## config.mk

```make
export PLATFORM = sky130hd
export DESIGN_NAME = slab_bitmap_object_allocator_core
export DESIGN_NICKNAME = d
export VERILOG_FILES = /design/src/hw/rtl/sba_pkg.sv /design/src/hw/rtl/slab_bitmap_object_allocator_core.sv /design/src/hw/rtl/sba_ctrl.sv /design/src/hw/rtl/sba_datapath.sv
export SDC_FILE = /design/constraint.sdc
export NUM_CORES = 2
export LEC_CHECK = 0
export ABC_AREA = 1
export BUFFER_PORTS_ARGS = -buffer_cell sky130_fd_sc_hd__buf_4
export CAP_MARGIN = 20
export CORE_MARGIN = 3
export CORE_UTILIZATION = 42
export CTS_CLUSTER_SIZE = 28
export DETAILED_ROUTE_END_ITERATION = 10
export PLACE_DENSITY = 0.62
export SLEW_MARGIN = 5
export SYNTH_ARGS = -nofsm -noshare
export SYNTH_HDL_FRONTEND = slang
export SYNTH_SLANG_ARGS = --single-unit
```

## constraint.sdc

```tcl
create_clock -name clk -period 5.15 [get_ports clk]
set_input_delay 1.03 -clock clk [delete_from_list [all_inputs] [get_ports clk]]
set_output_delay 1.03 -clock clk [all_outputs]
set_load 0.01 [all_outputs]
```

## src/hw/rtl/sba_pkg.sv

```systemverilog
// Package: shared widths, codes, payload structs and controller/datapath interface types.
`timescale 1ns / 1ps

package sba_pkg;

    // Slab geometry
    localparam int MAX_OBJECTS = 128;
    localparam int IDX_W       = $clog2(MAX_OBJECTS);
    localparam int ADDR_W      = 48;
    localparam int STRIDE_W    = 21;
    localparam int COUNT_W     = 8;
    localparam int CFG_IDX_W   = 2;

    // Free-slot scan: SCAN_W map bits examined per cycle
    localparam int SCAN_W      = 8;
    localparam int SCAN_SEL_W  = $clog2(SCAN_W);
    localparam int CHUNKS      = MAX_OBJECTS / SCAN_W;
    localparam int CHUNK_W     = $clog2(CHUNKS);

    // Divider remainder width: offset inside the slab is below MAX_OBJECTS * stride
    localparam int REM_W       = STRIDE_W + IDX_W;
    localparam int SPAN_W      = STRIDE_W + COUNT_W;
    localparam int PROD_W      = STRIDE_W + IDX_W;
    localparam int STEP_W      = $clog2(IDX_W);

    // Configuration register indexes
    localparam logic [CFG_IDX_W-1:0] REG_BASE   = 2'd0;
    localparam logic [CFG_IDX_W-1:0] REG_STRIDE = 2'd1;
    localparam logic [CFG_IDX_W-1:0] REG_COUNT  = 2'd2;

    // Request actions
    localparam logic ACT_ALLOC = 1'b0;
    localparam logic ACT_FREE  = 1'b1;

    // Result status codes
    typedef enum logic [1:0] {
        ST_OK      = 2'd0,
        ST_FULL    = 2'd1,
        ST_OUTSIDE = 2'd2,
        ST_DOUBLE  = 2'd3
    } status_t;

    // Input item
    typedef struct packed {
        logic              action;
        logic [ADDR_W-1:0] address;
    } req_t;

    // Result item
    typedef struct packed {
        status_t            status;
        logic [ADDR_W-1:0]  object_address;
        logic [IDX_W-1:0]   object_index;
        logic [COUNT_W-1:0] free_objects;
    } rsp_t;

    // Controller to datapath commands
    typedef struct packed {
        logic    capture;
        logic    scan;
        logic    range_calc;
        logic    div_step;
        logic    commit;
        logic    mul;
        logic    add;
        logic    set_status;
        status_t status_code;
    } cmd_t;

    // Datapath to controller status
    typedef struct packed {
        logic scan_found;
        logic scan_last;
        logic outside;
        logic div_last;
        logic is_used;
    } sts_t;

endpackage

```

## src/hw/rtl/slab_bitmap_object_allocator_core.sv

```systemverilog
// Top level: slab bitmap object allocator, controller plus datapath.
`timescale 1ns / 1ps

// Usage:
// A request (allocate, or free an address) is accepted at a rising edge with
// start high and busy low. busy stays high until the result has been shown.
// The result is valid on 'result' while 'done' is high for a single cycle; the
// receiver takes it in that cycle and cannot stall it.
// An allocate scans the used map, one 8-object chunk after another (at most
// 16 chunks), for the lowest free object and then forms its address; a full
// slab ends the request once the last chunk inside the slab is scanned. A free
// checks that the address lies inside the slab and if not ends there, finds
// the object index with the one-bit-per-cycle restoring divider (7 steps),
// reads one map word, and on a double free ends there; else it clears the bit
// and forms the address. One request is in flight at a time and the next may
// be accepted the cycle after done.
// Configuration: cfg_valid/cfg_ready transfer (always ready) with register
// index 0 region_base, 1 object_stride, 2 object_count; writing object_count
// frees every object at once through per-word flags. Write only while idle.
// Reset: all objects free, base 0, stride 32, count 128; no clearing pass.
module slab_bitmap_object_allocator_core
    import sba_pkg::*;
(
    input  logic                 clk,
    input  logic                 rst_n,
    input  logic                 start,
    output logic                 busy,
    input  req_t                 request,
    output logic                 done,
    output rsp_t                 result,
    input  logic                 cfg_valid,
    output logic                 cfg_ready,
    input  logic [CFG_IDX_W-1:0] cfg_index,
    input  logic [ADDR_W-1:0]    cfg_data
);

    cmd_t cmd;
    sts_t sts;

    assign cfg_ready = 1'b1;

    sba_ctrl u_ctrl (
        .clk    (clk),
        .rst_n  (rst_n),
        .start  (start),
        .action (request.action),
        .sts    (sts),
        .cmd    (cmd),
        .busy   (busy),
        .done   (done)
    );

    sba_datapath u_datapath (
        .clk       (clk),
        .rst_n     (rst_n),
        .request   (request),
        .cmd       (cmd),
        .sts       (sts),
        .cfg_we    (cfg_valid & cfg_ready),
        .cfg_index (cfg_index),
        .cfg_data  (cfg_data),
        .result    (result)
    );

endmodule

```

## src/hw/rtl/sba_ctrl.sv

```systemverilog
// Controller: sequences allocate and free requests through the datapath.
`timescale 1ns / 1ps

module sba_ctrl
    import sba_pkg::*;
(
    input  logic clk,
    input  logic rst_n,
    input  logic start,
    input  logic action,
    input  sts_t sts,
    output cmd_t cmd,
    output logic busy,
    output logic done
);

    typedef enum logic [3:0] {
        S_IDLE,
        S_SCAN,
        S_RANGE,
        S_CHECK,
        S_DIV,
        S_FETCH,
        S_COMMIT,
        S_MUL,
        S_ADD,
        S_RESP
    } state_t;

    state_t state_reg, state_next;
    logic   busy_reg;
    logic   done_reg;

    // Next state and datapath commands
    always_comb
    begin
        state_next = state_reg;
        cmd        = '0;
        cmd.status_code = ST_OK;
        unique case (state_reg)
            S_IDLE:
            begin
                if (start)
                begin
                    cmd.capture = 1'b1;
                    state_next  = (action == ACT_FREE) ? S_RANGE : S_SCAN;
                end
            end
            S_SCAN:
            begin
                cmd.scan = 1'b1;
                if (sts.scan_found)
                begin
                    state_next = S_MUL;
                end
                else if (sts.scan_last)
                begin
                    cmd.set_status  = 1'b1;
                    cmd.status_code = ST_FULL;
                    state_next      = S_RESP;
                end
            end
            S_RANGE:
            begin
                cmd.range_calc = 1'b1;
                state_next     = S_CHECK;
            end
            S_CHECK:
            begin
                if (sts.outside)
                begin
                    cmd.set_status  = 1'b1;
                    cmd.status_code = ST_OUTSIDE;
                    state_next      = S_RESP;
                end
                else
                begin
                    state_next = S_DIV;
                end
            end
            S_DIV:
            begin
                cmd.div_step = 1'b1;
                if (sts.div_last)
                begin
                    state_next = S_FETCH;
                end
            end
            // Map word of the freed object is read in this cycle
            S_FETCH:
            begin
                state_next = S_COMMIT;
            end
            S_COMMIT:
            begin
                if (sts.is_used)
                begin
                    cmd.commit = 1'b1;
                    state_next = S_MUL;
                end
                else
                begin
                    cmd.set_status  = 1'b1;
                    cmd.status_code = ST_DOUBLE;
                    state_next      = S_RESP;
                end
            end
            S_MUL:
            begin
                cmd.mul    = 1'b1;
                state_next = S_ADD;
            end
            S_ADD:
            begin
                cmd.add    = 1'b1;
                state_next = S_RESP;
            end
            S_RESP:
            begin
                state_next = S_IDLE;
            end
            default:
            begin
                state_next = S_IDLE;
            end
        endcase
    end

    // State and registered handshake outputs
    always_ff @(posedge clk or negedge rst_n)
    begin
        if (!rst_n)
        begin
            state_reg <= S_IDLE;
            busy_reg  <= 1'b0;
            done_reg  <= 1'b0;
        end
        else
        begin
            state_reg <= state_next;
            busy_reg  <= (state_next != S_IDLE);
            done_reg  <= (state_next == S_RESP);
        end
    end

    assign busy = busy_reg;
    assign done = done_reg;

    // Result strobe lasts one cycle and the block is then free
    a_done_single: assert property (@(posedge clk) disable iff (!rst_n)
        done_reg |=> (!done_reg && !busy_reg))
        else $error("result strobe longer than one cycle");

    // Accepted request makes the block busy
    a_accept_busy: assert property (@(posedge clk) disable iff (!rst_n)
        (start && !busy_reg) |=> busy_reg)
        else $error("request accepted without going busy");

    // Strobe only while a request is in flight
    a_done_busy: assert property (@(posedge clk) disable iff (!rst_n)
        done_reg |-> busy_reg)
        else $error("result strobe while idle");

endmodule

```

## src/hw/rtl/sba_datapath.sv

```systemverilog
// Datapath: config registers, used-bit map, free count, scan, divider and address unit.
`timescale 1ns / 1ps

module sba_datapath
    import sba_pkg::*;
(
    input  logic                 clk,
    input  logic                 rst_n,
    input  req_t                 request,
    input  cmd_t                 cmd,
    output sts_t                 sts,
    input  logic                 cfg_we,
    input  logic [CFG_IDX_W-1:0] cfg_index,
    input  logic [ADDR_W-1:0]    cfg_data,
    output rsp_t                 result
);

    // Configuration
    logic [ADDR_W-1:0]      cfg_base_reg;
    logic [STRIDE_W-1:0]    cfg_stride_reg;
    logic [COUNT_W-1:0]     cfg_count_reg;

    // Slab state: used map as one SCAN_W-bit word per chunk; a word whose
    // flag is clear reads as all free
    logic [SCAN_W-1:0]      map_mem [CHUNKS];
    logic [CHUNKS-1:0]      word_valid_reg;
    logic [SCAN_W-1:0]      word_data_reg;
    logic                   word_ok_reg;
    logic [COUNT_W-1:0]     free_total_reg;

    // Per-request working registers
    logic [ADDR_W-1:0]      address_reg;
    logic [ADDR_W-1:0]      offset_reg;
    logic [SPAN_W-1:0]      span_reg;
    logic [CHUNK_W-1:0]     chunk_reg;
    logic [STEP_W-1:0]      step_reg;
    logic [PROD_W-1:0]      prod_reg;
    logic [IDX_W-1:0]       idx_reg;
    logic [ADDR_W-1:0]      addr_reg;
    status_t                status_reg;

    logic [COUNT_W-1:0]     count_eff;
    logic [STRIDE_W-1:0]    stride_eff;
    logic [SCAN_W-1:0]      map_word;
    logic [CHUNK_W-1:0]     rd_addr;
    logic                   wr_en;
    logic [CHUNK_W-1:0]     wr_addr;
    logic [SCAN_W-1:0]      wr_data;
    logic [CHUNK_W-1:0]     idx_chunk;
    logic [SCAN_SEL_W-1:0]  idx_sel;
    logic [SCAN_W-1:0]      avail;
    logic                   scan_found;
    logic [SCAN_SEL_W-1:0]  scan_sel;
    logic [IDX_W-1:0]       scan_idx;
    logic [COUNT_W-1:0]     next_base;
    logic [REM_W-1:0]       rem;
    logic [REM_W-1:0]       trial;
    logic                   rem_ge;

    function automatic logic [COUNT_W-1:0] clamp_count(input logic [COUNT_W-1:0] c);
        return (c > COUNT_W'(MAX_OBJECTS)) ? COUNT_W'(MAX_OBJECTS) : c;
    endfunction

    assign count_eff  = clamp_count(cfg_count_reg);
    assign stride_eff = (cfg_stride_reg == '0) ? STRIDE_W'(1) : cfg_stride_reg;

    assign idx_chunk = idx_reg[IDX_W-1:SCAN_SEL_W];
    assign idx_sel   = idx_reg[SCAN_SEL_W-1:0];
    assign map_word  = word_ok_reg ? word_data_reg : '0;

    // Map read address: chunk 0 on capture, the next chunk while scanning,
    // else the chunk of the object being freed
    always_comb
    begin
        if (cmd.capture)
        begin
            rd_addr = '0;
        end
        else if (cmd.scan)
        begin
            rd_addr = chunk_reg + CHUNK_W'(1);
        end
        else
        begin
            rd_addr = idx_chunk;
        end
    end

    // Map write: set the allocated bit or clear the freed one
    always_comb
    begin
        wr_en   = 1'b0;
        wr_addr = idx_chunk;
        wr_data = map_word & ~(SCAN_W'(1) << idx_sel);
        if (cmd.scan && scan_found)
        begin
            wr_en   = 1'b1;
            wr_addr = chunk_reg;
            wr_data = map_word | (SCAN_W'(1) << scan_sel);
        end
        else if (cmd.commit)
        begin
            wr_en = 1'b1;
        end
    end

    // Map memory with registered read data
    always_ff @(posedge clk)
    begin
        if (wr_en)
        begin
            map_mem[wr_addr] <= wr_data;
        end
        word_data_reg <= map_mem[rd_addr];
        word_ok_reg   <= word_valid_reg[rd_addr];
    end

    // Lowest free object within the current chunk, bounded by the slab size
    always_comb
    begin
        logic [IDX_W-1:0] bidx;
        avail      = '0;
        scan_found = 1'b0;
        scan_sel   = '0;
        for (int j = 0; j < SCAN_W; j++)
        begin
            bidx     = {chunk_reg, SCAN_SEL_W'(j)};
            avail[j] = !map_word[j] && (COUNT_W'(bidx) < count_eff);
        end
        for (int j = SCAN_W - 1; j >= 0; j--)
        begin
            if (avail[j])
            begin
                scan_found = 1'b1;
                scan_sel   = SCAN_SEL_W'(j);
            end
        end
    end

    assign scan_idx  = {chunk_reg, scan_sel};
    assign next_base = COUNT_W'({chunk_reg, {SCAN_SEL_W{1'b0}}}) + COUNT_W'(SCAN_W);

    // Restoring divider step: one quotient bit per cycle, MSB first
    assign rem    = offset_reg[REM_W-1:0];
    assign trial  = REM_W'(stride_eff) << step_reg;
    assign rem_ge = (rem >= trial);

    assign sts.scan_found = scan_found;
    assign sts.scan_last  = (chunk_reg == CHUNK_W'(CHUNKS - 1)) || (next_base >= count_eff);
    assign sts.outside    = (offset_reg >= ADDR_W'(span_reg));
    assign sts.div_last   = (step_reg == '0);
    assign sts.is_used    = map_word[idx_sel];

    // Configuration and slab state
    always_ff @(posedge clk or negedge rst_n)
    begin
        if (!rst_n)
        begin
            cfg_base_reg   <= '0;
            cfg_stride_reg <= STRIDE_W'(32);
            cfg_count_reg  <= COUNT_W'(MAX_OBJECTS);
            word_valid_reg <= '0;
            free_total_reg <= COUNT_W'(MAX_OBJECTS);
        end
        else
        begin
            if (wr_en)
            begin
                word_valid_reg[wr_addr] <= 1'b1;
            end
            if (cmd.scan && scan_found)
            begin
                if (free_total_reg != '0)
                begin
                    free_total_reg <= free_total_reg - COUNT_W'(1);
                end
            end
            if (cmd.commit)
            begin
                if (free_total_reg < count_eff)
                begin
                    free_total_reg <= free_total_reg + COUNT_W'(1);
                end
            end
            if (cfg_we)
            begin
                unique case (cfg_index)
                    REG_BASE:   cfg_base_reg   <= cfg_data;
                    REG_STRIDE: cfg_stride_reg <= cfg_data[STRIDE_W-1:0];
                    REG_COUNT:
                    begin
                        cfg_count_reg  <= cfg_data[COUNT_W-1:0];
                        word_valid_reg <= '0;
                        free_total_reg <= clamp_count(cfg_data[COUNT_W-1:0]);
                    end
                    default: ;
                endcase
            end
        end
    end

    // Request working registers
    always_ff @(posedge clk)
    begin
        if (cmd.capture)
        begin
            address_reg <= request.address;
            chunk_reg   <= '0;
            idx_reg     <= '0;
            addr_reg    <= '0;
            status_reg  <= ST_OK;
        end
        if (cmd.scan)
        begin
            chunk_reg <= chunk_reg + CHUNK_W'(1);
            if (scan_found)
            begin
                idx_reg <= scan_idx;
            end
        end
        if (cmd.range_calc)
        begin
            offset_reg <= address_reg - cfg_base_reg;
            span_reg   <= SPAN_W'(count_eff) * SPAN_W'(stride_eff);
            step_reg   <= STEP_W'(IDX_W - 1);
        end
        if (cmd.div_step)
        begin
            if (rem_ge)
            begin
                offset_reg <= ADDR_W'(rem - trial);
            end
            idx_reg  <= {idx_reg[IDX_W-2:0], rem_ge};
            step_reg <= step_reg - STEP_W'(1);
        end
        if (cmd.mul)
        begin
            prod_reg <= PROD_W'(idx_reg) * PROD_W'(stride_eff);
        end
        if (cmd.add)
        begin
            addr_reg <= cfg_base_reg + ADDR_W'(prod_reg);
        end
        if (cmd.set_status)
        begin
            status_reg <= cmd.status_code;
        end
    end

    assign result.status         = status_reg;
    assign result.object_address = addr_reg;
    assign result.object_index   = idx_reg;
    assign result.free_objects   = free_total_reg;

    // An allocated object lies inside the slab
    a_slot_in_slab: assert property (@(posedge clk) disable iff (!rst_n)
        (cmd.scan && scan_found) |-> (COUNT_W'(scan_idx) < count_eff))
        else $error("allocated object outside the slab");

    // A free object found means the free count is not zero
    a_alloc_has_free: assert property (@(posedge clk) disable iff (!rst_n)
        (cmd.scan && scan_found) |-> (free_total_reg != '0))
        else $error("free object found with zero free count");

    // Free count never exceeds the slab size
    a_count_max: assert property (@(posedge clk) disable iff (!rst_n)
        free_total_reg <= count_eff)
        else $error("free count above slab size");

    // A committed free clears a bit that was set
    a_commit_used: assert property (@(posedge clk) disable iff (!rst_n)
        cmd.commit |-> (map_word[idx_sel] && !wr_data[idx_sel]))
        else $error("freed object was not marked used");

endmodule
```

==> metrics list <==
- Wire length of the first global-routing pass: 179000 um
* Cell family contributing the most delay on the critical path: adder cells
- Switching power as a share of total power: 0.483
- The cell that appears most often on the critical path is nand2_1.
- Data arrival time of the critical path: 5420 ps
- Most numerous cell types in the synthesized netlist: 1008 x nand2_1, 853 x inv_1, 402 x nor2_1
* Number of pins with negative max-slew slack in the final report: 0
- Hold bufs inserted after CTS: 0
- Hold violation count in the final report: 0
* Width of the die: 303 um
- TritonCTS built the clock tree.
- Clock insertion delay at the later pin of the skew report: 650 ps
* PnR worst setup slack: 103 ps
- Worst-Margin Slew: 1050 ps
- Starting utilization of the core area: 0.426
- The HPWL after detailed placement is 92200 um.
- Post-synthesis net count: 5245
- After detailed routing, the number of vias per cell comes to 5.22.
* Data required, critical path: 5520 ps
* Pwr Density: 626 mW/mm2
- Upper clock frequency limit: 198 MHz
* Power share of the sequential group: 0.228
- At the end of routability-driven placement, the weighted congestion stood at 0.965.
- Core area: 0.0872 mm2
- After synthesis, the mean cell area works out to 7.93 um2.
- Result of the run: completed
* Number of setup violations in the final report: 0
- The number of antenna violations at the first check in global routing is 1.
* Capturing element type of the critical path: register
- Crit Path Max Fanout: 6
* Post-route standard cell area excluding fillers: 0.0429 mm2
- 171 I/O pins were placed.
- Registers take 0.0127 mm2.
- Avg WL per Cell: 19.0 um
- Counting flops and latches in the post-synthesis netlist gives 461.
- Class of the most critical hold timing path: in2async
* Part of the power in combinational logic: 0.626
- Setup repair after global routing could not meet its margin everywhere.
* Fraction of layout cells with a size suffix above 1: 0.121
- Register ranked first by flip-flop count: u_datapath.map_mem
- Crit path kind: reg2reg
- Slowest cell delay on critical path: 580 ps
* Headroom to the max-slew limit: 0.295
- Chain of cells forming the critical path: nor4_2, a21oi_1, nor2_2, buf_6, nand2_1, fa_2, fa_1, fa_1, fa_1, inv_1, ha_1, buf_4, a21o_1, a21oi_1, nand2_1, nand2_1, nand3_2, nand2_1, nand2_1, buf_4, xor2_1
* Bufs and invs on worst path: 4
* Power Total: 0.0268 W
- Entering global routing, the biggest net connects 97 pins.
- Count of input and output buffers: 169
- Adding up every negative setup slack in the final design gives 0 ps.
- For this run, the detailed router's first-pass iteration total came to 6.
- Yosys mapped a number of flops with a built-in enable equal to 290.
* Diodes inserted: 0
- No sink is reached through more buffers than the 3 on the longest clock path.
* Setup slack after placement: -114 ps
- The initialized floorplan defines 108 standard-cell rows.
- The floorplan step defined a die boundary enclosing 0.0919 mm2.
- The register with the most flip-flops in the layout has 128 of them.
- Of the available clock period, the critical path in the final layout requires 0.980.
* Maxcap violations: 0
- Summed over all nets, the switching power comes to 0.0130 W.
- Ranked by total cell area, the synthesized netlist is headed by edfxtp_1 23%, fa_1 11%, nand2_1 10%.
* Final critical delay including setup and external delays: 5050 ps
* Maximum clock skew at final layout: 42.9 ps
- Synthesis produced a netlist whose cell count is 4681.
- Clock buffer count from CTS: 52
- Final net count: 5517
- Clock root buffer master: clkbuf_16
* Leak Pwr: 21.0 nW
- Post-CTS clock slew at the launch and capture registers of the worst setup and hold paths: 60 ps
- Footprint of the multi-input gates: 0.0209 mm2
* Aggregate routed wire length: 117000 um
- The synthesized design spends more area on one cell type than any other, namely edfxtp_1.
- Routed via count: 32100
* Distinct cell type count of the synthesized netlist: 60
- Die Span Y: 303 um
* Area Overhead vs Synth: 15.6%
- Total overflow reported by the global router: 0
- Clock tree synthesis found a total of 461 sinks.
- Synthesized area: 0.0371 mm2
- Post-route DRC violation count: 0
* Placed instance area: 0.0407 mm2
- Maximum resistive drop on vdd: 0.000426 V
- The share of the Yosys chip area taken by registers is 0.342.
* H-tree lvl count: 2
* Post-layout utilization of the core: 0.492
- The internal power of the cells totals 0.0139 W.
* Number of inserted filler cells in the final layout: 8489
- Flip-flop cell with the highest count after synthesis: edfxtp_1
* Share of Yosys cell area claimed by the top area cell type: 0.235
* FFs w/ async S/R, synth: 0.232
- Iter 0 DRT Violations: 2319
- Via count of the first global-routing pass: 31200
- Total GRT Usage: 0.253
- YS warnings: 0
- Most frequent cell after synthesis: nand2_1
* Clock share of power: 0.146
- Standard cell with the maximum stage delay on the critical path: fa_2
- Antenna Violating Nets Remaining: 0
* Type of element launching the critical path: register
layout by cell type (no fill, tap or decap), drive strengths merged, types with 2 or more instances in the layout:
cell type,n
nand2,1041
inv,873
nor2,416
buf,353
a21oi,328
o21ai,316
edfxtp,290
ha,250
nand3,212
fa,211
dfrtp,104
o211ai,76
clkbuf,67
xor2,66
dfxtp,64
nor3,53
nand4,38
xnor2,28
a31oi,27
clkinv,24
nor4,23
a21o,19
o21bai,18
o21a,18
or2,16
o22ai,13
nand3b,8
a21boi,8
o221ai,8
o2111ai,4
bufinv,4
and3,3
dfstp,3
and2,2
nor3b,2
through the flow:
step                hold slack (ps)  std cells
floorplan                       453       4681
global placement                471       6046
detailed placement              494       6046
CTS                             503       6144
global route                    512       6152
finish                          484       6152
power groups by stage:
stage	logic (W)	clock network, W	registers [W]
after floorplan	0.0113	0	0.00592
after global placement	0.0161	0	0.00617
final	0.0168	0.00391	0.00613
after detailed placement	0.0163	0	0.00618
after CTS	0.0164	0.00398	0.00611
after global routing	0.0190	0.00411	0.00622
final cells by class:
cell class / instances / share of cell area
multi-input cells: 3214 / 0.489
clock inverters: 31 / 0.00762
flip-flops and latches: 461 / 0.296
repair buffers: 353 / 0.0641
clock buffers: 67 / 0.0339
well taps: 1155 / 0.0337
inverters: 871 / 0.0766
cells by family (layout without fill, tap and decap cells):
logic type,count (synthesis),after routing,share of synthesized area
AO/OA/AOI/OAI,841,841,0.128
multiplexers,2,2,0.000573
other,1,1,0.000101
AND/OR/NAND/NOR,1815,1815,0.206
flip-flops,461,461,0.342
buffers and inverters,1006,1322,0.104
adder cells (fa/ha/maj),461,461,0.198
XOR/XNOR,94,94,0.0222
path summary, 6_finish.rpt:
kind	start	to	slack, ps	cells past startpoint
worst max-delay path	u_datapath.cfg_count_reg[0]	u_datapath.span_reg[24]	100	21
worst min-delay path	rst_n	u_datapath.cfg_base_reg[39]	480	1
worst max register to register	u_datapath.cfg_count_reg[0]	u_datapath.span_reg[24]	100	21
worst min register to register	u_datapath.cfg_stride_reg[0]	u_datapath.cfg_stride_reg[0]	510	2
max in group asynchronous	rst_n	u_datapath.word_valid_reg[10]	3520	2
min in group clk	u_datapath.cfg_stride_reg[0]	u_datapath.cfg_stride_reg[0]	510	2
per-layer routing:
metal | global-route usage | part of all wire | vias up | routed length, um
met5 | 0 | 0 | - | 0
met4 | 0.0970 | 0.043 | 0 | 4980
met3 | 0.0286 | 0.064 | 207 | 7440
met2 | 0.410 | 0.46 | 1037 | 53300
met1 | 0.347 | 0.44 | 15200 | 51200
li1 | - | - | 15700 | -
timing repair:
item,CTS,global route
buffers inserted,0,8
resized for setup,5,71
endpoints found under the setup margin,7,30
pin swaps,0,29
(Power assumes the default switching activity.)
